===== src/rtl/core/depth_tested_pixel_writer_macros.svh =====
// Shared assertion macros for the pixel writer.
`ifndef DEPTH_TESTED_PIXEL_WRITER_MACROS_SVH
`define DEPTH_TESTED_PIXEL_WRITER_MACROS_SVH

// Same-cycle implication, disabled while reset is held.
`define DTPW_ASSERT_IMPL(name, clk, rst_n, ante, cons) \
    name: assert property (@(posedge clk) disable iff (!rst_n) (ante) |-> (cons)) \
        else $error("assertion failed");

// Next-cycle implication, disabled while reset is held.
`define DTPW_ASSERT_NEXT(name, clk, rst_n, ante, cons) \
    name: assert property (@(posedge clk) disable iff (!rst_n) (ante) |=> (cons)) \
        else $error("assertion failed");

`endif


===== src/rtl/core/dtpw_pkg.sv =====
package dtpw_pkg;

    localparam int MAX_WIDTH       = 512;
    localparam int MAX_HEIGHT      = 512;
    localparam int BYTES_PER_PIXEL = 3;
    localparam int STORE_SIZE      = MAX_WIDTH * MAX_HEIGHT;
    localparam int ADDR_W          = $clog2(STORE_SIZE);

    localparam int OPCODE_W   = 3;
    localparam int COORD_W    = 12;
    localparam int DEPTH_W    = 32;
    localparam int CHAN_W     = 8;
    localparam int COLOR_W    = 3 * CHAN_W;
    localparam int STATUS_W   = 3;
    localparam int OFFSET_W   = 20;
    localparam int CFG_DIM_W  = 10;
    localparam int CFG_DATA_W = CFG_DIM_W;
    localparam int CFG_IDX_W  = 2;

    // stride = (width*3 + 3) & ~3, sized for the largest store width
    localparam int STRIDE_W = $clog2(MAX_WIDTH * BYTES_PER_PIXEL + 4);
    localparam int PROD_W   = STRIDE_W + COORD_W + 2;

    localparam int Q_DEPTH = 2;
    localparam int Q_PTR_W = $clog2(Q_DEPTH);
    localparam int Q_CNT_W = $clog2(Q_DEPTH + 1);

    localparam logic [DEPTH_W-1:0] DEPTH_FAR = {1'b1, {(DEPTH_W-1){1'b0}}};

    localparam logic [OPCODE_W-1:0] OP_CLEAR_COLOR = 3'd0;
    localparam logic [OPCODE_W-1:0] OP_CLEAR_DEPTH = 3'd1;
    localparam logic [OPCODE_W-1:0] OP_WRITE       = 3'd2;
    localparam logic [OPCODE_W-1:0] OP_ZTEST       = 3'd3;
    localparam logic [OPCODE_W-1:0] OP_READ        = 3'd4;

    localparam logic [STATUS_W-1:0] ST_WRITTEN   = 3'd0;
    localparam logic [STATUS_W-1:0] ST_REJECTED  = 3'd1;
    localparam logic [STATUS_W-1:0] ST_CLIPPED   = 3'd2;
    localparam logic [STATUS_W-1:0] ST_READ_DONE = 3'd3;
    localparam logic [STATUS_W-1:0] ST_CLEARED   = 3'd4;

    localparam logic [CFG_IDX_W-1:0] CFG_FRAME_WIDTH  = 2'd0;
    localparam logic [CFG_IDX_W-1:0] CFG_FRAME_HEIGHT = 2'd1;
    localparam logic [CFG_IDX_W-1:0] CFG_CHECK_RANGE  = 2'd2;

    typedef enum logic [2:0] {
        K_CLEAR_COLOR,
        K_CLEAR_DEPTH,
        K_WRITE,
        K_ZTEST,
        K_READ,
        K_DROP
    } t_kind;

    typedef struct packed {
        t_kind                      kind;
        logic [ADDR_W-1:0]          addr;
        logic [OFFSET_W-1:0]        offset;
        logic signed [DEPTH_W-1:0]  depth;
        logic [COLOR_W-1:0]         rgb;
    } t_cmd;

    typedef struct packed {
        logic init_busy;
    } t_back_stat;

endpackage


===== src/rtl/core/dtpw_queue.sv =====
module dtpw_queue import dtpw_pkg::*; (
    input  logic  i_clk,
    input  logic  i_rst_n,
    input  logic  i_push_valid,
    output logic  o_push_ready,
    input  t_cmd  i_push_cmd,
    output logic  o_pop_valid,
    input  logic  i_pop_ready,
    output t_cmd  o_pop_cmd
);

`include "depth_tested_pixel_writer_macros.svh"

    t_cmd               r_mem [Q_DEPTH];
    logic [Q_PTR_W-1:0] r_wr_ptr;
    logic [Q_PTR_W-1:0] r_rd_ptr;
    logic [Q_CNT_W-1:0] r_count;
    logic               push;
    logic               pop;

    assign o_push_ready = (r_count != Q_CNT_W'(Q_DEPTH));
    assign o_pop_valid  = (r_count != '0);
    assign push         = i_push_valid && o_push_ready;
    assign pop          = o_pop_valid && i_pop_ready;
    assign o_pop_cmd    = r_mem[r_rd_ptr];

    always_ff @(posedge i_clk) begin
        if (push) begin
            r_mem[r_wr_ptr] <= i_push_cmd;
        end
    end

    always_ff @(posedge i_clk) begin
        if (!i_rst_n) begin
            r_wr_ptr <= '0;
            r_rd_ptr <= '0;
            r_count  <= '0;
        end else begin
            if (push) begin
                r_wr_ptr <= (r_wr_ptr == Q_PTR_W'(Q_DEPTH - 1)) ? '0 : r_wr_ptr + 1'b1;
            end
            if (pop) begin
                r_rd_ptr <= (r_rd_ptr == Q_PTR_W'(Q_DEPTH - 1)) ? '0 : r_rd_ptr + 1'b1;
            end
            if (push && !pop) begin
                r_count <= r_count + 1'b1;
            end else if (pop && !push) begin
                r_count <= r_count - 1'b1;
            end
        end
    end

    `DTPW_ASSERT_IMPL(a_count_bound, i_clk, i_rst_n, 1'b1, r_count <= Q_CNT_W'(Q_DEPTH))
    `DTPW_ASSERT_NEXT(a_push_count, i_clk, i_rst_n, push && !pop, r_count == $past(r_count) + 1'b1)
    `DTPW_ASSERT_NEXT(a_pop_count, i_clk, i_rst_n, pop && !push, r_count == $past(r_count) - 1'b1)

endmodule


===== config.mk =====
export PLATFORM = sky130hd
export DESIGN_NAME = dtpw_queue
export DESIGN_NICKNAME = d
export VERILOG_FILES = /design/src/rtl/core/dtpw_pkg.sv /design/src/rtl/core/dtpw_queue.sv
export VERILOG_INCLUDE_DIRS = /design/src /design/src/rtl/core
export SDC_FILE = /design/constraint.sdc
export NUM_CORES = 1
export LEC_CHECK = 0
export ABC_AREA = 0
export BUFFER_PORTS_ARGS = -buffer_cell sky130_fd_sc_hd__buf_2
export CORE_ASPECT_RATIO = 1.1
export CORE_MARGIN = 1.5
export CORE_UTILIZATION = 44
export CTS_CLUSTER_DIAMETER = 150
export DETAILED_ROUTE_END_ITERATION = 8
export PLACE_DENSITY = 0.69
export SYNTH_ARGS = -nofsm -noshare
export SYNTH_HDL_FRONTEND = slang
export SYNTH_SLANG_ARGS = --single-unit

===== constraint.sdc =====
create_clock -name i_clk -period 7.25 [get_ports i_clk]
set_clock_uncertainty 0.05 [all_clocks]
set_input_delay 0.3625 -clock i_clk [delete_from_list [all_inputs] [get_ports i_clk]]
set_output_delay 0.3625 -clock i_clk [all_outputs]
set_load 0.01 [all_outputs]

==> results of run 1 <==
registers in the layout (all words and copies together) (netlist names), named ones only:
name / flops
r_count: 2
r_rd_ptr: 1
r_wr_ptr: 1
r_mem: 194
power breakdown:
part / switching [mW] / leakage (nW) / internal, mW
clock: 0.433 / 0.308 / 0.560
combinational: 0.372 / 1.32 / 0.373
sequential: 0.0639 / 1.85 / 1.44
cell usage after synthesis (all sizes together):
| cell type | n | area [um2] |
|---|---|---|
| and2 | 4 | 25.0 |
| nand3b | 1 | 7.51 |
| xnor2 | 2 | 17.5 |
| or2 | 1 | 6.26 |
| a21boi | 2 | 15.0 |
| o21ai | 2 | 10.0 |
| buf | 11 | 86.3 |
| dfxtp | 5 | 100 |
| xor2 | 1 | 8.76 |
| or3 | 1 | 6.26 |
| mux2 | 97 | 1200 |
| inv | 1 | 3.75 |
| and3 | 1 | 6.26 |
| nand2b | 1 | 13.8 |
| ha | 1 | 12.5 |
| a21bo | 1 | 10.0 |
| edfxtp | 194 | 5830 |
placed cells by master, fill, tap and decap left out, types with 2 or more instances in the layout:
| master | instances |
|---|---|
| xnor2_1 | 2 |
| bufinv_16 | 3 |
| mux2_2 | 67 |
| dfxtp_1 | 4 |
| clkbuf_16 | 17 |
| buf_2 | 199 |
| mux2_4 | 30 |
| and2_1 | 4 |
| clkinv_4 | 3 |
| inv_8 | 2 |
| buf_4 | 3 |
| clkinv_8 | 2 |
| inv_6 | 4 |
| edfxtp_1 | 194 |
layer usage:
metal  track usage  vias to the layer above
met1         0.170                     1807
met2         0.265                      136
met3        0.0548                       17
li1              -                     1718
met5             0                        -
met4        0.0563                        4
final timing paths:
check | to | slack (ps) | cells past startpoint
worst min-delay path | r_mem[0][14] | 70 | 1
worst max-delay path | o_pop_cmd[12] | 4270 | 3
worst max register to register | r_mem[1][83] | 4860 | 3
worst min register to register | r_count[1] | 520 | 2
per-stage QoR:
step / std cells / total power, mW / worst slack, ps
final: 753 / 3.24 / 4270
after global routing: 753 / 3.38 / 4110
after CTS: 753 / 3.29 / 4190
after detailed placement: 721 / 2.29 / 4650
after global placement: 721 / 2.27 / 4690
after floorplan: 326 / 2.03 / 3860
cell type report:
| type | count | area (um2) | area share |
|---|---|---|---|
| multi-input combinational | 115 | 1350 | 0.147 |
| timing repair buffer | 202 | 1020 | 0.111 |
| tap | 204 | 255 | 0.0278 |
| inverter | 1 | 6.26 | 0.000680 |
| clock inverter | 15 | 214 | 0.0233 |
| clock buffer | 17 | 425 | 0.0463 |
| sequential | 199 | 5930 | 0.645 |
cells by family (layout without fill, tap and decap cells):
group,Yosys count,after routing,synth area share
fa+ha+maj,1,1,0.00170
simple gates,9,9,0.00884
buf+inv,12,235,0.0122
flops,199,199,0.805
xor+xnor,3,3,0.00357
compound gates,5,5,0.00476
mux,97,97,0.164
==> results_dict.tcl, run 1 <==
set metrics [dict create \
    outcome "completed" \
    dpl_cell_area_um2 8560 \
    cts_tree "done" \
    place.gp.congestion 0.717 \
    critical_path.slowest_cell "buf_4" \
    setup_viol 0 \
    hold_slack_ps 74.2 \
    core_um2 16400 \
    min_period_ps 2980 \
    max_stage_delay_ps 840 \
    die_y_um 139 \
    rsz0062_at_grt "false" \
    cts_sinks 199 \
    initial_core_util 0.450 \
    antenna_left 0 \
    setup_tns_ps 0 \
    ys_ff_latch 199 \
    met3WireLength_um 978 \
    clock_latency_ps 420 \
    slew_headroom 0.350 \
    path_cells "buf_4 -> mux2_2 -> buf_2" \
    syn_inst 326 \
    viasPerCell 4.89 \
    cts_resized 0 \
    crit_path_end_kind "output port" \
    p_leak_nw 3.48 \
    worst_pin_slew_ps 976 \
    drv_cap 0 \
    syn_nets 428 \
    port-buffer-count 199 \
    top_layer "met5" \
    hold_viol_final 0 \
    synth_area_per_cell_um2 22.6 \
    cts_buffers 17 \
    synth_warnings 0 \
    postCtsHoldBufs 0 \
    drive_gt1_frac 0.614 \
    post_drt_wl_per_cell_um 17.3 \
    maxSlewViolCount 0 \
    die-area_um2 17500 \
    clkTransAtPathRegs_ps 70 \
    detail_route.iter0.violations 254 \
    period_share 0.411 \
    cts_setup_buffers 0 \
    wl_met2_um 6750 \
    ios 200 \
    crit_buf_inv 2 \
    cp_max_fo 69 \
    grt_usage 0.151 \
    cts-root-buf "clkbuf_16" \
    htreeDepth 4 \
    num_vias 3682 \
    syn_area_um2 7360 \
    rows 49 \
    dieWidth_um 126 \
    drt-total-wl_um 13000 \
    dp_hpwl_um 8620 \
    max_freq_mhz 335 \
    fillers 1282 \
    worst_ep_required_time_ps 6840 \
    final_area_um2 9200 \
    grt_pass1_wl_um 20200 \
    wl_met1_um 5120 \
    antenna_found_initial 2 \
    ir_drop_uv 181 \
    drcViolationCount 0 \
    utilization 0.562 \
    critPathTopFamily "buffers and inverters" \
    min_from "i_push_cmd[14]" \
    fin_nets 638 \
    grt_pass1_vias 4071 \
    power.density_nw_per_um2 352 \
    gr-total-overflow 0 \
    grt_max_degree 70 \
    holdCritPathClass "in2reg" \
    cp_data_arrival_time_ps 2570 \
    diodes 0 \
    clock_path_buffers 2 \
    firstDrtPassIters 4 \
    worstReg2RegStart "r_count[0]" \
    start_kind "register" \
    seq_area_frac_synth 0.805 \
    ys_types 21 \
    crit_type "reg2out" \
    synthToLayoutAreaGrowth_pct 25.0 \
]
Note: power is estimated with default switching activity, not from simulation.
==> inputs of run 2 (changes only) <==
--- a/config.mk
+++ b/config.mk
@@ -13,7 +13,7 @@
 export CORE_UTILIZATION = 44
 export CTS_CLUSTER_DIAMETER = 150
 export DETAILED_ROUTE_END_ITERATION = 8
-export PLACE_DENSITY = 0.69
+export PLACE_DENSITY = 0.71
 export SYNTH_ARGS = -nofsm -noshare
 export SYNTH_HDL_FRONTEND = slang
 export SYNTH_SLANG_ARGS = --single-unit
==> constraint.sdc (replaced) <==
create_clock -name i_clk -period 2.6 [get_ports i_clk]
set_clock_uncertainty 0.05 [all_clocks]
set_input_delay 0.13 -clock i_clk [delete_from_list [all_inputs] [get_ports i_clk]]
set_output_delay 0.13 -clock i_clk [all_outputs]
set_load 0.01 [all_outputs]
==> run 2 against run 1 <==
  * Final area rose by 9.8%
  * Worst hold slack improved by 76 ps
  * Highest routed layer unchanged
  * Sequential power rose to 2.7 times the previous value
==> results_dict.tcl, run 2 (same netlist as run 1, synthesis figures left out) <==
set metrics [dict create \
    power.density_nw_per_um2 860 \
    min_period_ps 2020 \
    start_kind "register" \
    drv_cap 0 \
    viasPerCell 4.73 \
    post_drt_wl_per_cell_um 16.4 \
    antenna_left 0 \
    min_from "i_pop_ready" \
    clkPwrFrac 0.259 \
    drcViolationCount 0 \
    ios 200 \
    rsz0062_at_grt "false" \
    cts_resized 0 \
    core_um2 16400 \
    port-buffer-count 199 \
    critPathTopFamily "buffers and inverters" \
    cp_max_fo 97 \
    combPwrFrac 0.267 \
    whs_endpoint "r_rd_ptr" \
    grt_pass1_wl_um 21200 \
    power.net_switching_mw 2.30 \
    hold_depth 4 \
    setup_viol 0 \
    hold_viol_final 0 \
    die-area_um2 17500 \
    dp_hpwl_um 8110 \
    firstDrtPassIters 4 \
    drt-total-wl_um 13900 \
    ir_drop_uv 775 \
    rows 49 \
    clkTransAtPathRegs_ps 60 \
    worstReg2RegStart "r_count[0]" \
    synthToLayoutAreaGrowth_pct 37.2 \
    critical_path.slowest_cell "buf_12" \
    use_met3 0.0594 \
    final_cell_count_no_fill 852 \
    p_int_mw 6.38 \
    htreeDepth 4 \
    cts_buffers 17 \
    outcome "completed" \
    crit_type "reg2out" \
    detail_route.iter0.violations 210 \
    cts_tree "done" \
    clock_path_buffers 2 \
    grt_usage 0.158 \
    reg2reg_depth 4 \
    swShare 0.265 \
    regMostFlops "r_mem" \
    antenna_found_initial 1 \
    period_share 0.775 \
    final_common_cell "buf_2" \
    gr-max-usage-layer "met2" \
    maxSlewViolCount 0 \
    gr-total-overflow 0 \
    reg.largest.list "r_mem (194), r_count (2)" \
    die_y_um 139 \
    largest_reg_flops 194 \
    crit_path_end_kind "output port" \
    p_leak_nw 3.83 \
    layout_common_cells "199 x buf_2, 194 x edfxtp_1, 99 x dlygate4sd3_1, 67 x mux2_2, 30 x mux2_4" \
    crit_buf_inv 2 \
    slew_headroom 0.598 \
    fin_nets 739 \
    dieWidth_um 126 \
    setup_tns_ps 0 \
    use_met2 0.290 \
    reg2reg_to "r_mem[0][22]" \
    place.gp.congestion 0.726 \
    use_met1 0.169 \
    p_seq_frac 0.474 \
    max_stage_delay_ps 470 \
    postCtsHoldBufs 99 \
    cts-root-buf "clkbuf_16" \
    grt_max_degree 98 \
    cts_sinks 199 \
    drive_gt1_frac 0.511 \
    cp_data_arrival_time_ps 1840 \
    cts_setup_buffers 0 \
    clock_latency_ps 410 \
    path_cells "buf_12 -> mux2_2 -> buf_2" \
    max_freq_mhz 496 \
    initial_core_util 0.450 \
    grt_pass1_vias 4307 \
    fillers 1143 \
    worst_ep_required_time_ps 2420 \
    num_vias 4026 \
    regToRegSetupSlack_ps 810 \
    worst_pin_slew_ps 603 \
    holdCritPathClass "in2reg" \
    placed_cells 723 \
    diodes 0 \
]
==> run 2: worst max path at each step <==
stage,startpoint,end,slack (ps),cells after the start
after floorplan,r_count[0],r_mem[0][0],80,3
after global placement,r_count[0],r_mem[0][47],870,4
after detailed placement,r_count[0],r_mem[0][49],820,4
after CTS,register,o_pop_cmd[84],570,3
after global routing,register,o_pop_cmd[27],510,3
final,register,o_pop_cmd[84],580,3
==> run 2: worst register-to-register path, cell delays in order (launching register included) <==
cell	delay, ps
dfxtp_1	430
nand2b_4	190
nand3b_1	140
clkinvlp_4	130
buf_4	470
==> run 2: per-layer routing <==
metal	vias to the layer above	share of wire
li1	1912	-
met4	2	0.012
met2	137	0.53
met5	-	0.00086
met1	1959	0.39
met3	16	0.062
==> run 2: power by group through the flow <==
stage / Combinational (mW) / Sequential [mW] / Clock (mW)
3_3_place_gp: 2.19 / 4.16 / 0
5_1_grt: 2.48 / 4.15 / 2.43
3_5_place_dp: 2.22 / 4.18 / 0
2_1_floorplan: 1.47 / 4.16 / 0
6_report: 2.32 / 4.12 / 2.25
4_1_cts: 2.34 / 4.11 / 2.30
==> run 2: stage by stage <==
step | hold slack [ps] | util | setup slack [ps] | power [mW] | cell area [um2]
floorplan | 179 | - | 81.7 | 5.64 | 7360
global placement | 267 | 0.526 | 867 | 6.35 | 8610
detailed placement | 271 | 0.526 | 815 | 6.40 | 8610
CTS | 141 | 0.617 | 568 | 8.76 | 10100
global route | 179 | 0.617 | 508 | 9.06 | 10100
finish | 150 | 0.617 | 584 | 8.68 | 10100
==> run 2: cell type report <==
class,instances,area (um2),area share
well taps,204,255,0.0253
multi-input cells,115,1350,0.134
clock buffers,21,440,0.0436
flip-flops and latches,199,5930,0.587
inverters,1,7.51,0.000743
repair buffers,303,2060,0.204
clock inverters,9,56.3,0.00557
==> inputs of run 3 (changes only) <==
--- a/config.mk
+++ b/config.mk
@@ -6,14 +6,14 @@
 export SDC_FILE = /design/constraint.sdc
 export NUM_CORES = 1
 export LEC_CHECK = 0
-export ABC_AREA = 0
+export ABC_AREA = 1
 export BUFFER_PORTS_ARGS = -buffer_cell sky130_fd_sc_hd__buf_2
 export CORE_ASPECT_RATIO = 1.1
 export CORE_MARGIN = 1.5
 export CORE_UTILIZATION = 44
 export CTS_CLUSTER_DIAMETER = 150
 export DETAILED_ROUTE_END_ITERATION = 8
-export PLACE_DENSITY = 0.71
+export PLACE_DENSITY = 0.69
 export SYNTH_ARGS = -nofsm -noshare
 export SYNTH_HDL_FRONTEND = slang
 export SYNTH_SLANG_ARGS = --single-unit
==> constraint.sdc (replaced) <==
create_clock -name i_clk -period 1.9 [get_ports i_clk]
set_clock_uncertainty 0.05 [all_clocks]
set_input_delay 0.095 -clock i_clk [delete_from_list [all_inputs] [get_ports i_clk]]
set_output_delay 0.095 -clock i_clk [all_outputs]
set_load 0.01 [all_outputs]
==> run 3 against run 2 <==
  * Combinational power grew 32%
  * Non-clock buffer count rose by 3
  * Die area hardly changed
  * Critical path depth did not move
  * Synthesized cell count rose by 4.0%
  * Sequential cell count stayed put
  * Final area is 1.4% higher
  * Sequential share of layout area is 0.78 points lower
  * Sequential power grew 39%
  * Cell count rose by 2.3%
  * Critical endpoint is now o_pop_cmd[76]
  * Largest cell class unchanged
  * Highest routed layer is now met4
==> results_dict.tcl, run 3 <==
set metrics [dict create \
    post_drt_wl_per_cell_um 16.3 \
    yosysMostFrequentCell "edfxtp_1" \
    power.density_nw_per_um2 1180 \
    p_seq_frac 0.473 \
    ir_drop_uv 609 \
    initial_core_util 0.449 \
    place.gp.congestion 0.702 \
    gr-total-overflow 0 \
    ios 200 \
    outcome "completed" \
    setup_viol 0 \
    dp_hpwl_um 8860 \
    yosysTopAreaCell "edfxtp_1" \
    clock_latency_ps 430 \
    cts-root-buf "clkbuf_16" \
    syn_inst 339 \
    synth_warnings 0 \
    drt-total-wl_um 14300 \
    synth.area.top_cells "edfxtp_1 79%, mux2_2 10%, mux2_4 6.1%, dfxtp_1 1.4%, buf_6 0.77%" \
    syn_nets 441 \
    cp_data_arrival_time_ps 1620 \
    layout_common_cells "199 x buf_2, 194 x edfxtp_1, 98 x dlygate4sd3_1, 67 x mux2_2, 30 x mux2_4" \
    regMostFlops "r_mem" \
    largest_reg_flops 194 \
    cts_tree "done" \
    htreeDepth 4 \
    min_period_ps 1760 \
    max_freq_mhz 568 \
    port-buffer-count 199 \
    power.net_switching_mw 3.23 \
    crit_path_end_kind "output port" \
    maxSlewViolCount 0 \
    synthToLayoutAreaGrowth_pct 39.2 \
    async_reset_ff_frac 0 \
    slew_headroom 0.783 \
    clkTransAtPathRegs_ps 70 \
    grt_usage 0.169 \
    fin_nets 755 \
    rsz0062_at_grt "false" \
    antenna_found_initial 2 \
    synth_area_per_cell_um2 21.7 \
    yosysTopAreaCellShare 0.792 \
    die-area_um2 17500 \
    die_y_um 139 \
    period_share 0.927 \
    clock_path_buffers 2 \
    p_leak_nw 3.94 \
    drcViolationCount 0 \
    ys_top_cells_by_count "194 x edfxtp_1, 67 x mux2_2, 30 x mux2_4, 9 x nand2_1" \
    swShare 0.267 \
    ys.flop_type "edfxtp_1" \
    p_int_mw 8.87 \
    start_kind "register" \
    core_um2 16400 \
    ys_types 15 \
    num_vias 4166 \
    synth_edf_count 194 \
    ys_ff_latch 199 \
    drv_cap 0 \
    clkPwrFrac 0.274 \
    drive_gt1_frac 0.508 \
    seq_area_frac_synth 0.805 \
    combPwrFrac 0.253 \
    cp_max_fo 28 \
    viasPerCell 4.78 \
    antenna_left 0 \
    worst_ep_required_time_ps 1750 \
    worst_pin_slew_ps 325 \
    cts_resized 0 \
    cts_buffers 17 \
    syn_area_um2 7360 \
    rows 49 \
    final_common_cell "buf_2" \
    firstDrtPassIters 4 \
    hold_viol_final 0 \
    power_mw 12.1 \
    grt_pass1_wl_um 22600 \
    crit_type "reg2out" \
    reg.largest.list "r_mem (194), r_count (2)" \
    holdCritPathClass "in2reg" \
    grt_pass1_vias 4516 \
    dieWidth_um 126 \
    detail_route.iter0.violations 231 \
    grt_max_degree 55 \
    cts_sinks 199 \
    hold_slack_ps 28.0 \
]
==> run 3: per-layer routing <==
metal  up-vias  track usage  share of wire
met5         -            0              0
met4         0       0.0629          0.017
met3        19       0.0544          0.066
met2       148        0.294           0.50
met1      2044        0.195           0.41
li1       1955            -              -
==> run 3: critical path: stages (launching register included) <==
cell     delay (ps)
dfxtp_4         430
buf_12          240
mux2_2          370
buf_2           140
==> run 3: power groups by stage <==
stage | clock, mW | combinational [mW] | sequential [mW]
floorplan | 0 | 1.84 | 5.77
global placement | 0 | 2.79 | 5.83
detailed placement | 0 | 2.85 | 5.87
CTS | 3.40 | 3.10 | 5.73
global route | 3.55 | 3.30 | 5.78
finish | 3.31 | 3.06 | 5.73
==> run 3: timing repair <==
item,in CTS,in global routing
buffers inserted,2,0
hold endpoints to repair,199,0
hold buffers,98,0
endpoints found under the setup margin,73,0
==> run 3: logic make-up after synthesis <==
group                      after synthesis  synth area share
buffers and inverters                   19            0.0158
adders and majority gates                1           0.00170
muxes                                   97             0.164
DFF                                    199             0.805
AOI/OAI and AO/OA                        4           0.00306
and+or+nand+nor                         19            0.0102
==> run 3: area by class of cell <==
class                           instances  area (um2)
Sequential cell                       199        5930
Fill cell                            1173        6130
Inverter                                8        30.0
Clock inverter                         13         104
Clock buffer                           19         433
Timing Repair Buffer                  306        2140
Antenna cell                            2        5.00
Tap cell                              204         255
Multi-Input combinational cell        121        1350
==> run 3: metrics by stage <==
| stage | worst slack (ps) | TNS (ps) | std cells | util | cell area, um2 |
|---|---|---|---|---|---|
| 4_1_cts | 105 | 0 | 870 | 0.625 | 10200 |
| 2_1_floorplan | -553 | -105320 | 339 | - | 7390 |
| 5_1_grt | 69.1 | 0 | 872 | 0.625 | 10200 |
| 3_5_place_dp | 372 | 0 | 738 | 0.531 | 8700 |
| 3_3_place_gp | 386 | 0 | 738 | 0.531 | 8700 |
| 6_report | 138 | 0 | 872 | 0.625 | 10200 |
==> run 3: path summary, 6_finish.rpt <==
kind | start | end | slack [ps] | depth (start not counted)
worst max register to register | r_count[1] | r_count[1] | 390 | 9
worst min register to register | r_rd_ptr | r_rd_ptr | 460 | 2
worst min-delay path | i_push_valid | r_wr_ptr | 30 | 4
worst max-delay path | register | o_pop_cmd[76] | 140 | 3
