<file path="config.mk">
export PLATFORM = sky130hd
export DESIGN_NAME = dtpw_front_flat
export DESIGN_NICKNAME = d
export VERILOG_FILES = /design/src/rtl/core/depth_tested_pixel_writer_macros.svh /design/src/rtl/core/dtpw_pkg.sv /design/src/rtl/core/dtpw_cmd_if.sv /design/src/rtl/core/dtpw_front.sv /design/src/flat_wrapper.sv
export SDC_FILE = /design/constraint.sdc
export NUM_CORES = 1
export LEC_CHECK = 0
export BUFFER_PORTS_ARGS = -buffer_cell sky130_fd_sc_hd__buf_4
export CORE_UTILIZATION = 30
export DETAILED_ROUTE_END_ITERATION = 6
export SYNTH_ARGS = -nofsm -noshare
export SYNTH_HDL_FRONTEND = slang
export SYNTH_SLANG_ARGS = --single-unit
export TNS_END_PERCENT = 1
</file>
<file path="constraint.sdc">
create_clock -name i_clk -period 9.5 [get_ports i_clk]
set_input_delay 1.9 -clock i_clk [delete_from_list [all_inputs] [get_ports i_clk]]
set_output_delay 1.9 -clock i_clk [all_outputs]
set_load 0.02 [all_outputs]
</file>
<file path="src/rtl/core/depth_tested_pixel_writer_macros.svh">
// Shared assertion macros for the pixel writer.
`ifndef DEPTH_TESTED_PIXEL_WRITER_MACROS_SVH
`define DEPTH_TESTED_PIXEL_WRITER_MACROS_SVH

// Same-cycle implication, disabled while reset is held.
`define DTPW_ASSERT_IMPL(name, clk, rst_n, ante, cons) \
    name: assert property (@(posedge clk) disable iff (!rst_n) (ante) |-> (cons)) \
        else $error("assertion failed");

// Next-cycle implication, disabled while reset is held.
`define DTPW_ASSERT_NEXT(name, clk, rst_n, ante, cons) \
    name: assert property (@(posedge clk) disable iff (!rst_n) (ante) |=> (cons)) \
        else $error("assertion failed");

`endif

</file>
<file path="src/rtl/core/dtpw_pkg.sv">
package dtpw_pkg;

    localparam int MAX_WIDTH       = 512;
    localparam int MAX_HEIGHT      = 512;
    localparam int BYTES_PER_PIXEL = 3;
    localparam int STORE_SIZE      = MAX_WIDTH * MAX_HEIGHT;
    localparam int ADDR_W          = $clog2(STORE_SIZE);

    localparam int OPCODE_W   = 3;
    localparam int COORD_W    = 12;
    localparam int DEPTH_W    = 32;
    localparam int CHAN_W     = 8;
    localparam int COLOR_W    = 3 * CHAN_W;
    localparam int STATUS_W   = 3;
    localparam int OFFSET_W   = 20;
    localparam int CFG_DIM_W  = 10;
    localparam int CFG_DATA_W = CFG_DIM_W;
    localparam int CFG_IDX_W  = 2;

    // stride = (width*3 + 3) & ~3, sized for the largest store width
    localparam int STRIDE_W = $clog2(MAX_WIDTH * BYTES_PER_PIXEL + 4);
    localparam int PROD_W   = STRIDE_W + COORD_W + 2;

    localparam int Q_DEPTH = 2;
    localparam int Q_PTR_W = $clog2(Q_DEPTH);
    localparam int Q_CNT_W = $clog2(Q_DEPTH + 1);

    localparam logic [DEPTH_W-1:0] DEPTH_FAR = {1'b1, {(DEPTH_W-1){1'b0}}};

    localparam logic [OPCODE_W-1:0] OP_CLEAR_COLOR = 3'd0;
    localparam logic [OPCODE_W-1:0] OP_CLEAR_DEPTH = 3'd1;
    localparam logic [OPCODE_W-1:0] OP_WRITE       = 3'd2;
    localparam logic [OPCODE_W-1:0] OP_ZTEST       = 3'd3;
    localparam logic [OPCODE_W-1:0] OP_READ        = 3'd4;

    localparam logic [STATUS_W-1:0] ST_WRITTEN   = 3'd0;
    localparam logic [STATUS_W-1:0] ST_REJECTED  = 3'd1;
    localparam logic [STATUS_W-1:0] ST_CLIPPED   = 3'd2;
    localparam logic [STATUS_W-1:0] ST_READ_DONE = 3'd3;
    localparam logic [STATUS_W-1:0] ST_CLEARED   = 3'd4;

    localparam logic [CFG_IDX_W-1:0] CFG_FRAME_WIDTH  = 2'd0;
    localparam logic [CFG_IDX_W-1:0] CFG_FRAME_HEIGHT = 2'd1;
    localparam logic [CFG_IDX_W-1:0] CFG_CHECK_RANGE  = 2'd2;

    typedef enum logic [2:0] {
        K_CLEAR_COLOR,
        K_CLEAR_DEPTH,
        K_WRITE,
        K_ZTEST,
        K_READ,
        K_DROP
    } t_kind;

    typedef struct packed {
        t_kind                      kind;
        logic [ADDR_W-1:0]          addr;
        logic [OFFSET_W-1:0]        offset;
        logic signed [DEPTH_W-1:0]  depth;
        logic [COLOR_W-1:0]         rgb;
    } t_cmd;

    typedef struct packed {
        logic init_busy;
    } t_back_stat;

endpackage

</file>
<file path="src/rtl/core/dtpw_cmd_if.sv">
interface dtpw_cmd_if import dtpw_pkg::*; ();
    logic                       valid;
    logic                       ready;
    logic [OPCODE_W-1:0]        opcode;
    logic signed [COORD_W-1:0]  pos_x;
    logic signed [COORD_W-1:0]  pos_y;
    logic signed [DEPTH_W-1:0]  depth;
    logic [CHAN_W-1:0]          red_in;
    logic [CHAN_W-1:0]          green_in;
    logic [CHAN_W-1:0]          blue_in;

    modport source (
        output valid, opcode, pos_x, pos_y, depth, red_in, green_in, blue_in,
        input  ready
    );
    modport sink (
        input  valid, opcode, pos_x, pos_y, depth, red_in, green_in, blue_in,
        output ready
    );
endinterface

</file>
<file path="src/rtl/core/dtpw_front.sv">
module dtpw_front import dtpw_pkg::*; (
    input  logic                   i_clk,
    input  logic                   i_rst_n,
    dtpw_cmd_if.sink               i_cmd,
    input  logic                   i_cfg_we,
    input  logic [CFG_IDX_W-1:0]   i_cfg_idx,
    input  logic [CFG_DATA_W-1:0]  i_cfg_data,
    input  t_back_stat             i_back_stat,
    output logic                   o_push_valid,
    input  logic                   i_push_ready,
    output t_cmd                   o_push_cmd
);

    logic [CFG_DIM_W-1:0] r_frame_width;
    logic [CFG_DIM_W-1:0] r_frame_height;
    logic                 r_check_range;
    logic                 r_valid;
    t_cmd                 r_cmd;
    t_cmd                 n_cmd;

    logic [COORD_W-1:0]  eff_w;
    logic [COORD_W-1:0]  eff_h;
    logic [COORD_W-1:0]  x_u;
    logic [COORD_W-1:0]  y_u;
    logic                in_frame;
    logic                in_store;
    logic                plain_ok;
    logic [STRIDE_W-1:0] stride_raw;
    logic [STRIDE_W-1:0] stride;
    logic [PROD_W-1:0]   off_full;
    logic                accept;

    always_ff @(posedge i_clk) begin
        if (!i_rst_n) begin
            r_frame_width  <= CFG_DIM_W'(MAX_WIDTH);
            r_frame_height <= CFG_DIM_W'(MAX_HEIGHT);
            r_check_range  <= 1'b1;
        end else if (i_cfg_we) begin
            case (i_cfg_idx)
                CFG_FRAME_WIDTH:  r_frame_width  <= i_cfg_data[CFG_DIM_W-1:0];
                CFG_FRAME_HEIGHT: r_frame_height <= i_cfg_data[CFG_DIM_W-1:0];
                CFG_CHECK_RANGE:  r_check_range  <= i_cfg_data[0];
                default: ;
            endcase
        end
    end

    // saturate the frame size to 1..store size
    always_comb begin
        if (r_frame_width == '0) begin
            eff_w = COORD_W'(1);
        end else if (COORD_W'(r_frame_width) > COORD_W'(MAX_WIDTH)) begin
            eff_w = COORD_W'(MAX_WIDTH);
        end else begin
            eff_w = COORD_W'(r_frame_width);
        end
        if (r_frame_height == '0) begin
            eff_h = COORD_W'(1);
        end else if (COORD_W'(r_frame_height) > COORD_W'(MAX_HEIGHT)) begin
            eff_h = COORD_W'(MAX_HEIGHT);
        end else begin
            eff_h = COORD_W'(r_frame_height);
        end
    end

    assign x_u = i_cmd.pos_x;
    assign y_u = i_cmd.pos_y;

    assign in_frame = !x_u[COORD_W-1] && !y_u[COORD_W-1] && (x_u < eff_w) && (y_u < eff_h);
    assign in_store = !x_u[COORD_W-1] && !y_u[COORD_W-1]
                   && (x_u < COORD_W'(MAX_WIDTH)) && (y_u < COORD_W'(MAX_HEIGHT));
    assign plain_ok = r_check_range ? in_frame : in_store;

    assign stride_raw = STRIDE_W'(eff_w) * STRIDE_W'(BYTES_PER_PIXEL) + STRIDE_W'(3);
    assign stride     = {stride_raw[STRIDE_W-1:2], 2'b00};
    assign off_full   = PROD_W'(stride) * PROD_W'(y_u)
                      + PROD_W'(x_u) * PROD_W'(BYTES_PER_PIXEL);

    always_comb begin
        n_cmd.addr   = ADDR_W'(y_u) * ADDR_W'(MAX_WIDTH) + ADDR_W'(x_u);
        n_cmd.offset = off_full[OFFSET_W-1:0];
        n_cmd.depth  = i_cmd.depth;
        n_cmd.rgb    = {i_cmd.red_in, i_cmd.green_in, i_cmd.blue_in};
        case (i_cmd.opcode)
            OP_CLEAR_COLOR: n_cmd.kind = K_CLEAR_COLOR;
            OP_CLEAR_DEPTH: n_cmd.kind = K_CLEAR_DEPTH;
            OP_WRITE:       n_cmd.kind = plain_ok ? K_WRITE : K_DROP;
            OP_ZTEST:       n_cmd.kind = in_frame ? K_ZTEST : K_DROP;
            OP_READ:        n_cmd.kind = plain_ok ? K_READ : K_DROP;
            default:        n_cmd.kind = K_DROP;
        endcase
    end

    // no requests while the depth store is swept after reset
    assign i_cmd.ready = (!r_valid || i_push_ready) && !i_back_stat.init_busy;
    assign accept      = i_cmd.valid && i_cmd.ready;

    always_ff @(posedge i_clk) begin
        if (!i_rst_n) begin
            r_valid <= 1'b0;
        end else if (accept) begin
            r_valid <= 1'b1;
        end else if (i_push_ready) begin
            r_valid <= 1'b0;
        end
    end

    always_ff @(posedge i_clk) begin
        if (accept) begin
            r_cmd <= n_cmd;
        end
    end

    assign o_push_valid = r_valid;
    assign o_push_cmd   = r_cmd;

endmodule

</file>
<file path="src/flat_wrapper.sv">
// flat-port wrapper written by rule: the top's interface ports become plain ports
module dtpw_front_flat import dtpw_pkg::*;
  (i_clk, i_rst_n, i_cfg_we, i_cfg_idx, i_cfg_data, i_back_stat, o_push_valid, i_push_ready, o_push_cmd, i_cmd_valid, i_cmd_opcode, i_cmd_pos_x, i_cmd_pos_y, i_cmd_depth, i_cmd_red_in, i_cmd_green_in, i_cmd_blue_in, i_cmd_ready);
  dtpw_cmd_if i_cmd_i ();
  input  logic i_clk;
  input  logic i_rst_n;
  input  logic i_cfg_we;
  input  logic [CFG_IDX_W-1:0] i_cfg_idx;
  input  logic [CFG_DATA_W-1:0] i_cfg_data;
  input  t_back_stat i_back_stat;
  output logic o_push_valid;
  input  logic i_push_ready;
  output t_cmd o_push_cmd;
  input wire logic [$bits(i_cmd_i.valid)-1:0] i_cmd_valid;
  input wire logic [$bits(i_cmd_i.opcode)-1:0] i_cmd_opcode;
  input wire logic [$bits(i_cmd_i.pos_x)-1:0] i_cmd_pos_x;
  input wire logic [$bits(i_cmd_i.pos_y)-1:0] i_cmd_pos_y;
  input wire logic [$bits(i_cmd_i.depth)-1:0] i_cmd_depth;
  input wire logic [$bits(i_cmd_i.red_in)-1:0] i_cmd_red_in;
  input wire logic [$bits(i_cmd_i.green_in)-1:0] i_cmd_green_in;
  input wire logic [$bits(i_cmd_i.blue_in)-1:0] i_cmd_blue_in;
  output wire logic [$bits(i_cmd_i.ready)-1:0] i_cmd_ready;
  assign i_cmd_i.valid = i_cmd_valid;
  assign i_cmd_i.opcode = i_cmd_opcode;
  assign i_cmd_i.pos_x = i_cmd_pos_x;
  assign i_cmd_i.pos_y = i_cmd_pos_y;
  assign i_cmd_i.depth = i_cmd_depth;
  assign i_cmd_i.red_in = i_cmd_red_in;
  assign i_cmd_i.green_in = i_cmd_green_in;
  assign i_cmd_i.blue_in = i_cmd_blue_in;
  assign i_cmd_ready = i_cmd_i.ready;
  dtpw_front u_core (.i_clk(i_clk), .i_rst_n(i_rst_n), .i_cmd(i_cmd_i), .i_cfg_we(i_cfg_we), .i_cfg_idx(i_cfg_idx), .i_cfg_data(i_cfg_data), .i_back_stat(i_back_stat), .o_push_valid(o_push_valid), .i_push_ready(i_push_ready), .o_push_cmd(o_push_cmd));
endmodule
</file>
==> results.json, run 1 <==
{
  "yosys_warnings": 0,
  "r2r_slack_ps": 1310,
  "worstPathRequired_ps": 9670,
  "crit_type": "reg -> reg",
  "die_h_um": 176,
  "path_clk_slew_ps": 60,
  "multi_input_comb_area_um2": 5040,
  "cp-end-kind": "flip-flop",
  "root_buffer": "clkbuf_16",
  "syn_nets": 1118,
  "peakVddDrop_v": 0.0000967,
  "setup-violations-final": 0,
  "cts_inserted_buffers": 17,
  "cts_resized": 0,
  "drt_iter0_drc": 273,
  "p_per_area_nw_per_um2": 172,
  "hold_buffers": 0,
  "drt_pass1_iterations": 5,
  "grt_pass1_wl_um": 34800,
  "fp-row-count": 63,
  "drt-total-wl_um": 21600,
  "crit_family": "adder cells",
  "synth_cells": 857,
  "grt_pass1_vias": 6676,
  "core_area_um2": 29700,
  "status": "complete, no violations",
  "cts_tree": "done",
  "setup_tns_ps": 0,
  "rsz0062_at_grt": "false",
  "hpwl_um": 17300,
  "period_minus_slack_ps": 8190,
  "finalInstanceArea_um2": 11600,
  "crit_buf_inv": 5,
  "area_growth_pct": 27.8,
  "die-area_um2": 30900,
  "io_buffer_count": 199,
  "drc_errors": 0,
  "antenna_left": 0,
  "arrival_ps": 8350,
  "cts_sinks": 118,
  "ioPinCount": 200,
  "syn_area_per_cell_um2": 10.6,
  "holdPathEnd": "u_core.r_frame_height[5]$_SDFFE_PN0P_",
  "htree_levels": 4,
  "hold_viol_final": 0,
  "fin_ws_ps": 1310,
  "drive_above_1_share_pct": 22.8,
  "gr-total-overflow": 0,
  "viasPerCell": 4.46,
  "crit_path_start_kind": "flip-flop",
  "final_util_pct": 39.0,
  "cp_slowest_cell": "xnor2_1",
  "gp_congestion": 0.849,
  "clock_path_buffers": 2,
  "mostFrequentLayoutCell": "buf_4",
  "ys_dominant_reg_cell": "edfxtp_1",
  "nNetsFinal": 1314,
  "clkLatencyLatePin_ps": 420,
  "power_leakage_nw": 5.36,
  "finalCritPeriodShare_pct": 86.2,
  "final_cell_mix": "203 x buf_4, 156 x inv_1, 97 x nand2_1, 96 x edfxtp_1, 81 x fa_1",
  "ys_ff_latch": 118,
  "min_path_cells": 2,
  "post_synth_instance_area_um2": 9060,
  "die_x_um": 176,
  "ys_seq_area_share_pct": 36.7,
  "async_reset_ff_share_pct": 0,
  "cap_violations": 0,
  "slew_violations": 0,
  "path_max_fanout": 11,
  "post_synth_num_cell_types": 60,
  "worst_slew_pin_slew_ps": 1060,
  "place_ws_ps": 1310,
  "slew_headroom_pct": 29.2,
  "min_path_type": "reg -> reg",
  "crit_top_cell": "ha_1",
  "hp-start": "u_core.r_frame_height[5]$_SDFFE_PN0P_",
  "skew_ps": 13.0,
  "diodes": 0,
  "timing.hold.ws_ps": 547,
  "reg2reg_depth": 30,
  "post_cts_buffers": 0,
  "dr_total_vias": 6499,
  "r2r-start": "u_core.r_frame_width[9]$_SDFFE_PN1P_",
  "antenna_found_initial": 0,
  "dpl_cell_area_um2": 11000,
  "r2r-end": "u_core.o_push_cmd[75]$_DFFE_PP_",
  "seq_area_um2": 3320,
  "grt.total_usage_pct": 14.7,
  "synth_edf_count": 96,
  "grt_start_max_net_pins": 64,
  "num-fill-cells": 2951,
  "slowest_delay_ps": 580,
  "max_freq_ghz": 0.122,
  "initial_core_util_pct": 30.5,
  "detail_route.wl_per_cell_um": 14.9
}
-- per-stage QoR --
step	power (mW)	std cells
after floorplan	1.12	857
after global placement	1.31	1424
after detailed placement	1.33	1424
after CTS	2.02	1456
after global routing	2.13	1456
final	1.99	1456
-- tightest hold or removal path, cell delays in order (launching register included) --
cell     delay [ps]
dfxtp_1         320
mux2i_1         130
nor2b_1          50
-- cell families after synthesis --
family | synth area share, %
compound gates | 7.39
xor+xnor | 4.49
fa+ha+maj | 28.8
buf+inv | 7.76
flops | 36.7
mux | 2.10
simple gates | 12.8
-- Yosys cell counts (7+ instances only) --
cell	n	area, um^2
o21ai_0	14	70.1
xnor2_1	30	263
ha_1	79	988
nor2_1	29	109
dfxtp_1	22	440
a21oi_1	23	115
nor2b_1	24	150
o21a_1	11	82.6
and2_1	46	288
clkbuf_1	20	75.1
a21o_1	11	82.6
nand2_1	97	364
fa_1	81	1620
nand3_1	10	50.1
inv_1	156	586
nand2b_1	7	43.8
xor2_1	12	105
mux2i_1	19	190
edfxtp_1	96	2880
-- area by class of cell --
| class | instances | area share [%] |
|---|---|---|
| sequential | 118 | 28.7 |
| multi-input combinational | 555 | 43.5 |
| clock buffer | 19 | 3.74 |
| tap | 390 | 4.21 |
| clock inverter | 13 | 1.56 |
| inverter | 158 | 5.12 |
| timing repair buffer | 203 | 13.2 |
-- per-layer routing --
layer  GRT usage (%)  wire (um)  up-vias
met5               0          0        -
met2            23.2       9630      208
met3            3.68       1530       21
li1                -          -     3190
met1            19.9      10200     3080
met4            3.95        245        0
-- state kept, by name, summed over array words and instances (netlist names) --
signal,cells
u_core.o_push_cmd,96
u_core.r_check_range,1
u_core.r_frame_height,10
u_core.r_frame_width,10
u_core.o_push_valid,1
-- where the power goes --
group          switching, mW  internal, mW
Combinational          0.376         0.293
Sequential            0.0141         0.627
Clock                  0.246         0.437
-- worst max-delay path by stage --
stage | start | cells after the start | to
detailed placement | u_core.r_frame_width[9]$_SDFFE_PN1P_ | 30 | u_core.o_push_cmd[75]$_DFFE_PP_
CTS | u_core.r_frame_width[9]$_SDFFE_PN1P_ | 30 | u_core.o_push_cmd[75]$_DFFE_PP_
global placement | u_core.r_frame_width[9]$_SDFFE_PN1P_ | 30 | u_core.o_push_cmd[75]$_DFFE_PP_
finish | u_core.r_frame_width[9]$_SDFFE_PN1P_ | 30 | u_core.o_push_cmd[75]$_DFFE_PP_
global route | u_core.r_frame_width[9]$_SDFFE_PN1P_ | 31 | u_core.o_push_cmd[74]$_DFFE_PP_
floorplan | u_core.r_frame_width[2]$_SDFFE_PN0P_ | 30 | u_core.o_push_cmd[75]$_DFFE_PP_
Note: power is estimated with default switching activity, not from simulation.
==> inputs of run 2 (changes only) <==
CELL_PAD_IN_SITES_DETAIL_PLACEMENT = 1   (was not set)
CELL_PAD_IN_SITES_GLOBAL_PLACEMENT = 1   (was not set)
PLACE_DENSITY_LB_ADDON = 0.1   (was not set)
==> run 2 against run 1 <==
Critical path depth did not move. Sequential power barely moved. Worst setup slack worse by 210 ps. Die area stayed put. Via count grew 1.9%. Final area increased by 0.49%. Register-to-register slack worse by 210 ps. Clock skew decreased by 1.1 ps. Utilization up 0.19 points. First-iteration DRC count fell by 6.2%. Sequential share of layout area is 0.14 points lower. Largest power group unchanged.
==> results.json, run 2 (synthesized netlist as in run 1, its figures left out) <==
{
  "largest_reg_flops": 96,
  "die-area_um2": 30900,
  "root_buffer": "clkbuf_16",
  "arrival_ps": 8560,
  "final_cell_mix": "207 x buf_4, 156 x inv_1, 97 x nand2_1, 96 x edfxtp_1, 81 x fa_1",
  "hold_viol_final": 0,
  "clkLatencyLatePin_ps": 420,
  "peakVddDrop_v": 0.0000837,
  "p_int_mw": 1.37,
  "power.switching_uw": 670,
  "crit_path_start_kind": "flip-flop",
  "antenna_found_initial": 0,
  "crit_buf_inv": 5,
  "place_inst": 1428,
  "initial_core_util_pct": 30.5,
  "hpwl_um": 19000,
  "min_path_cells": 2,
  "hp-start": "u_core.r_frame_height[5]$_SDFFE_PN0P_",
  "finalNonFillerCells": 1460,
  "rsz0062_at_grt": "false",
  "status": "complete, no violations",
  "multi_input_comb_area_um2": 5040,
  "finalCritPeriodShare_pct": 88.4,
  "slew_violations": 0,
  "p_seq_share_pct": 31.5,
  "core_area_um2": 29700,
  "antenna_left": 0,
  "r2r-end": "u_core.o_push_cmd[75]$_DFFE_PP_",
  "cts_inserted_buffers": 17,
  "r2r-start": "u_core.r_frame_width[9]$_SDFFE_PN1P_",
  "die_h_um": 176,
  "holdPathEnd": "u_core.r_frame_height[5]$_SDFFE_PN0P_",
  "area_growth_pct": 28.5,
  "cts_sinks": 118,
  "detail_route.wl_per_cell_um": 16.5,
  "comb_power_share_pct": 33.5,
  "r2r_slack_ps": 1100,
  "power_frac_clock_pct": 35.1,
  "drc_errors": 0,
  "max_freq_ghz": 0.119,
  "crit_top_cell": "ha_1",
  "grt.total_usage_pct": 16.4,
  "skew_ps": 11.9,
  "period_minus_slack_ps": 8400,
  "p_per_area_nw_per_um2": 175,
  "cp_slowest_cell": "xnor2_1",
  "grt_pass1_wl_um": 38700,
  "worst_slew_pin_slew_ps": 1020,
  "drt-total-wl_um": 24100,
  "grt_start_max_net_pins": 78,
  "crit_type": "reg -> reg",
  "crit_family": "adder cells",
  "path_max_fanout": 11,
  "slowest_delay_ps": 640,
  "mostFrequentLayoutCell": "buf_4",
  "setup-violations-final": 0,
  "power_leakage_nw": 5.41,
  "drive_above_1_share_pct": 23.4,
  "cp-end-kind": "flip-flop",
  "gp_congestion": 0.755,
  "grt_pass1_vias": 7122,
  "clock_path_buffers": 2,
  "nNetsFinal": 1318,
  "worstPathRequired_ps": 9660,
  "cts_resized": 0,
  "swShare_pct": 32.9,
  "slew_headroom_pct": 30.4,
  "min_path_type": "reg -> reg",
  "hold_buffers": 0,
  "num-fill-cells": 3338,
  "seq_area_um2": 3320,
  "dr_total_vias": 6622,
  "post_cts_buffers": 0,
  "reg2reg_depth": 30,
  "cap_violations": 0,
  "gr-total-overflow": 0,
  "ioPinCount": 200,
  "setup_tns_ps": 0,
  "drt_pass1_iterations": 6,
  "drt_iter0_drc": 256,
  "diodes": 0,
  "cts_tree": "done",
  "die_x_um": 176,
  "viasPerCell": 4.54,
  "io_buffer_count": 199,
  "fp-row-count": 63,
  "htree_levels": 4,
  "path_clk_slew_ps": 70
}
==> run 2: worst max-delay path by stage <==
stage                                              start                               to  depth (start not counted)
floorplan           u_core.r_frame_width[2]$_SDFFE_PN0P_  u_core.o_push_cmd[75]$_DFFE_PP_                         30
global placement    u_core.r_frame_width[9]$_SDFFE_PN1P_  u_core.o_push_cmd[75]$_DFFE_PP_                         30
detailed placement  u_core.r_frame_width[9]$_SDFFE_PN1P_  u_core.o_push_cmd[75]$_DFFE_PP_                         30
CTS                 u_core.r_frame_width[9]$_SDFFE_PN1P_  u_core.o_push_cmd[75]$_DFFE_PP_                         30
global route        u_core.r_frame_width[9]$_SDFFE_PN1P_  u_core.o_push_cmd[75]$_DFFE_PP_                         27
finish              u_core.r_frame_width[9]$_SDFFE_PN1P_  u_core.o_push_cmd[75]$_DFFE_PP_                         30
==> run 2: area by class of cell <==
cell class | count | share of cell area, %
multi-input cells | 555 | 43.3
flip-flops and latches | 118 | 28.5
repair buffers | 207 | 13.3
inverters | 158 | 5.09
well taps | 390 | 4.19
clock buffers | 17 | 3.65
clock inverters | 15 | 1.84
==> run 2: metrics by stage <==
step                instance area [um^2]  total power [mW]  util [%]  setup slack [ps]  hold WS [ps]
floorplan                           9060              1.12         -              1920           486
global placement                   11000              1.34      37.0              1340           536
detailed placement                 11000              1.35      37.0              1090           543
CTS                                11600              2.08      39.2              1040           555
global route                       11600              2.18      39.2               635           579
finish                             11600              2.04      39.2              1100           553
==> run 2: worst register-to-register path: cells and delay by family (launching register included) <==
kind / cells / cell delay [ps]
and+or+nand+nor: 6 / 740
AOI/OAI and AO/OA: 7 / 1590
buffers and inverters: 5 / 390
DFF: 1 / 500
adders and majority gates: 9 / 3720
xor gates and xnor gates: 3 / 1180
==> run 2: power by group through the flow <==
stage | Combinational, mW | Sequential (mW) | Clock [mW]
global route | 0.772 | 0.645 | 0.760
floorplan | 0.422 | 0.697 | 0
finish | 0.683 | 0.641 | 0.715
detailed placement | 0.693 | 0.653 | 0
CTS | 0.699 | 0.643 | 0.735
global placement | 0.683 | 0.652 | 0
==> run 2: metal layers <==
layer | vias to the layer above | track usage, % | part of all wire, %
met5 | - | 0 | 0
met4 | 0 | 4.82 | 1.4
met2 | 152 | 27.5 | 47
met1 | 3258 | 21.3 | 47
li1 | 3195 | - | -
met3 | 17 | 3.01 | 4.8
==> inputs of run 3 (changes only) <==
CORE_ASPECT_RATIO = 0.8   (was not set)
==> run 3 against run 2 <==
Final area fell by 0.26%. Clock power fell by 5.5%. Combinational power fell by 2%. Non-clock buffer count fell by 3.
==> results.json, run 3 (synthesized netlist as in run 1, its figures left out) <==
{
  "detail_route.wl_per_cell_um": 16.3,
  "clkLatencyLatePin_ps": 420,
  "min_path_type": "reg -> reg",
  "cts_sinks": 118,
  "clock_path_buffers": 2,
  "p_per_area_nw_per_um2": 171,
  "grt_start_max_net_pins": 80,
  "dr_total_vias": 6515,
  "slowest_delay_ps": 590,
  "mostFrequentLayoutCell": "buf_4",
  "fp-row-count": 56,
  "path_clk_slew_ps": 60,
  "cap_violations": 0,
  "cp_slowest_cell": "xnor2_1",
  "initial_core_util_pct": 30.7,
  "root_buffer": "clkbuf_16",
  "num-fill-cells": 3311,
  "arrival_ps": 8440,
  "skew_ps": 18.2,
  "grt.total_usage_pct": 16.3,
  "gp_congestion": 0.748,
  "hpwl_um": 19400,
  "drt_iter0_drc": 237,
  "die_h_um": 157,
  "total_power_mw": 1.99,
  "crit_path_start_kind": "flip-flop",
  "viasPerCell": 4.42,
  "status": "complete, no violations",
  "drc_errors": 0,
  "grt_pass1_wl_um": 38300,
  "place_ws_ps": 1150,
  "antenna_found_initial": 0,
  "gr-total-overflow": 0,
  "drive_above_1_share_pct": 22.8,
  "rsz0062_at_grt": "false",
  "cp-end-kind": "flip-flop",
  "power_leakage_nw": 5.37,
  "die-area_um2": 30900,
  "peakVddDrop_v": 0.000121,
  "max_freq_ghz": 0.121,
  "post_cts_buffers": 0,
  "crit_type": "reg -> reg",
  "core_area_um2": 29500,
  "nNetsFinal": 1315,
  "area_growth_pct": 28.1,
  "largest_reg_flops": 96,
  "antenna_left": 0,
  "path_max_fanout": 11,
  "htree_levels": 4,
  "slew_violations": 0,
  "crit_top_cell": "ha_1",
  "setup_tns_ps": 0,
  "fin_ws_ps": 1220,
  "setup-violations-final": 0,
  "diodes": 0,
  "ioPinCount": 200,
  "final_cell_mix": "204 x buf_4, 156 x inv_1, 97 x nand2_1, 96 x edfxtp_1, 81 x fa_1",
  "cts_resized": 0,
  "cts_tree": "done",
  "slew_headroom_pct": 19.1,
  "worstPathRequired_ps": 9660,
  "io_buffer_count": 199,
  "drt_pass1_iterations": 4,
  "drt-total-wl_um": 24100,
  "cts_inserted_buffers": 17,
  "period_minus_slack_ps": 8280,
  "hold_viol_final": 0,
  "grt_pass1_vias": 6918,
  "finalCritPeriodShare_pct": 87.2,
  "worst_slew_pin_slew_ps": 1200,
  "die_x_um": 196,
  "hold_buffers": 0
}
run 3: cell count changes in the layout (fill, tap and decap cells not counted), sizes merged:
| cell | before | now |
|---|---|---|
| inv | 164 | 159 |
| clkinvlp | 0 | 4 |
| buf | 207 | 204 |
| clkbuf | 17 | 19 |
| clkinv | 5 | 4 |
run 3: final cells by class:
| type | count | area, um^2 | area share [%] |
|---|---|---|---|
| clock inverter | 13 | 179 | 1.54 |
| multi-input combinational | 555 | 5040 | 43.4 |
| tap | 406 | 508 | 4.38 |
| clock buffer | 19 | 433 | 3.73 |
| sequential | 118 | 3320 | 28.6 |
| inverter | 158 | 593 | 5.11 |
| timing repair buffer | 204 | 1530 | 13.2 |
run 3: final timing paths:
path / end / startpoint / depth (start not counted) / slack [ps]
max: u_core.o_push_cmd[75]$_DFFE_PP_ / u_core.r_frame_width[9]$_SDFFE_PN1P_ / 30 / 1220
max reg2reg: u_core.o_push_cmd[75]$_DFFE_PP_ / u_core.r_frame_width[9]$_SDFFE_PN1P_ / 30 / 1220
min: u_core.r_frame_height[0]$_SDFFE_PN0P_ / u_core.r_frame_height[0]$_SDFFE_PN0P_ / 2 / 540
min reg2reg: u_core.r_frame_height[0]$_SDFFE_PN0P_ / u_core.r_frame_height[0]$_SDFFE_PN0P_ / 2 / 540
run 3: worst max-delay path, delay by kind of cell (launching register included):
kind / cells / cell delay (ps)
adder cells (fa/ha/maj): 9 / 3760
AO/OA/AOI/OAI: 7 / 1540
XOR/XNOR: 3 / 1130
AND/OR/NAND/NOR: 6 / 710
flip-flops: 1 / 500
buffers and inverters: 5 / 400
run 3: where the power goes:
part	leakage [nW]	switching [mW]	internal (mW)
Clock	0.283	0.239	0.437
Sequential	1.08	0.0135	0.627
Combinational	4.01	0.378	0.294
Total	5.37	0.630	1.36
run 3: through the flow:
step                      cells  area, um^2  hold slack (ps)  util [%]
final                      1473       11600              543      39.4
after global routing       1473       11600              570      39.4
after CTS                  1473       11600              548      39.4
after detailed placement   1441       11000              537      37.3
after global placement     1441       11000              532      37.3
after floorplan             857        9060              486         -
run 3: routing by layer:
metal | routed length, um | track usage [%] | share of wire [%] | vias to the layer above
li1 | - | - | - | 3179
met1 | 12500 | 22.7 | 52 | 3206
met2 | 10500 | 25.8 | 44 | 121
met3 | 870 | 3.51 | 3.6 | 9
met4 | 191 | 3.68 | 0.79 | 0
met5 | 0 | 0 | 0 | -
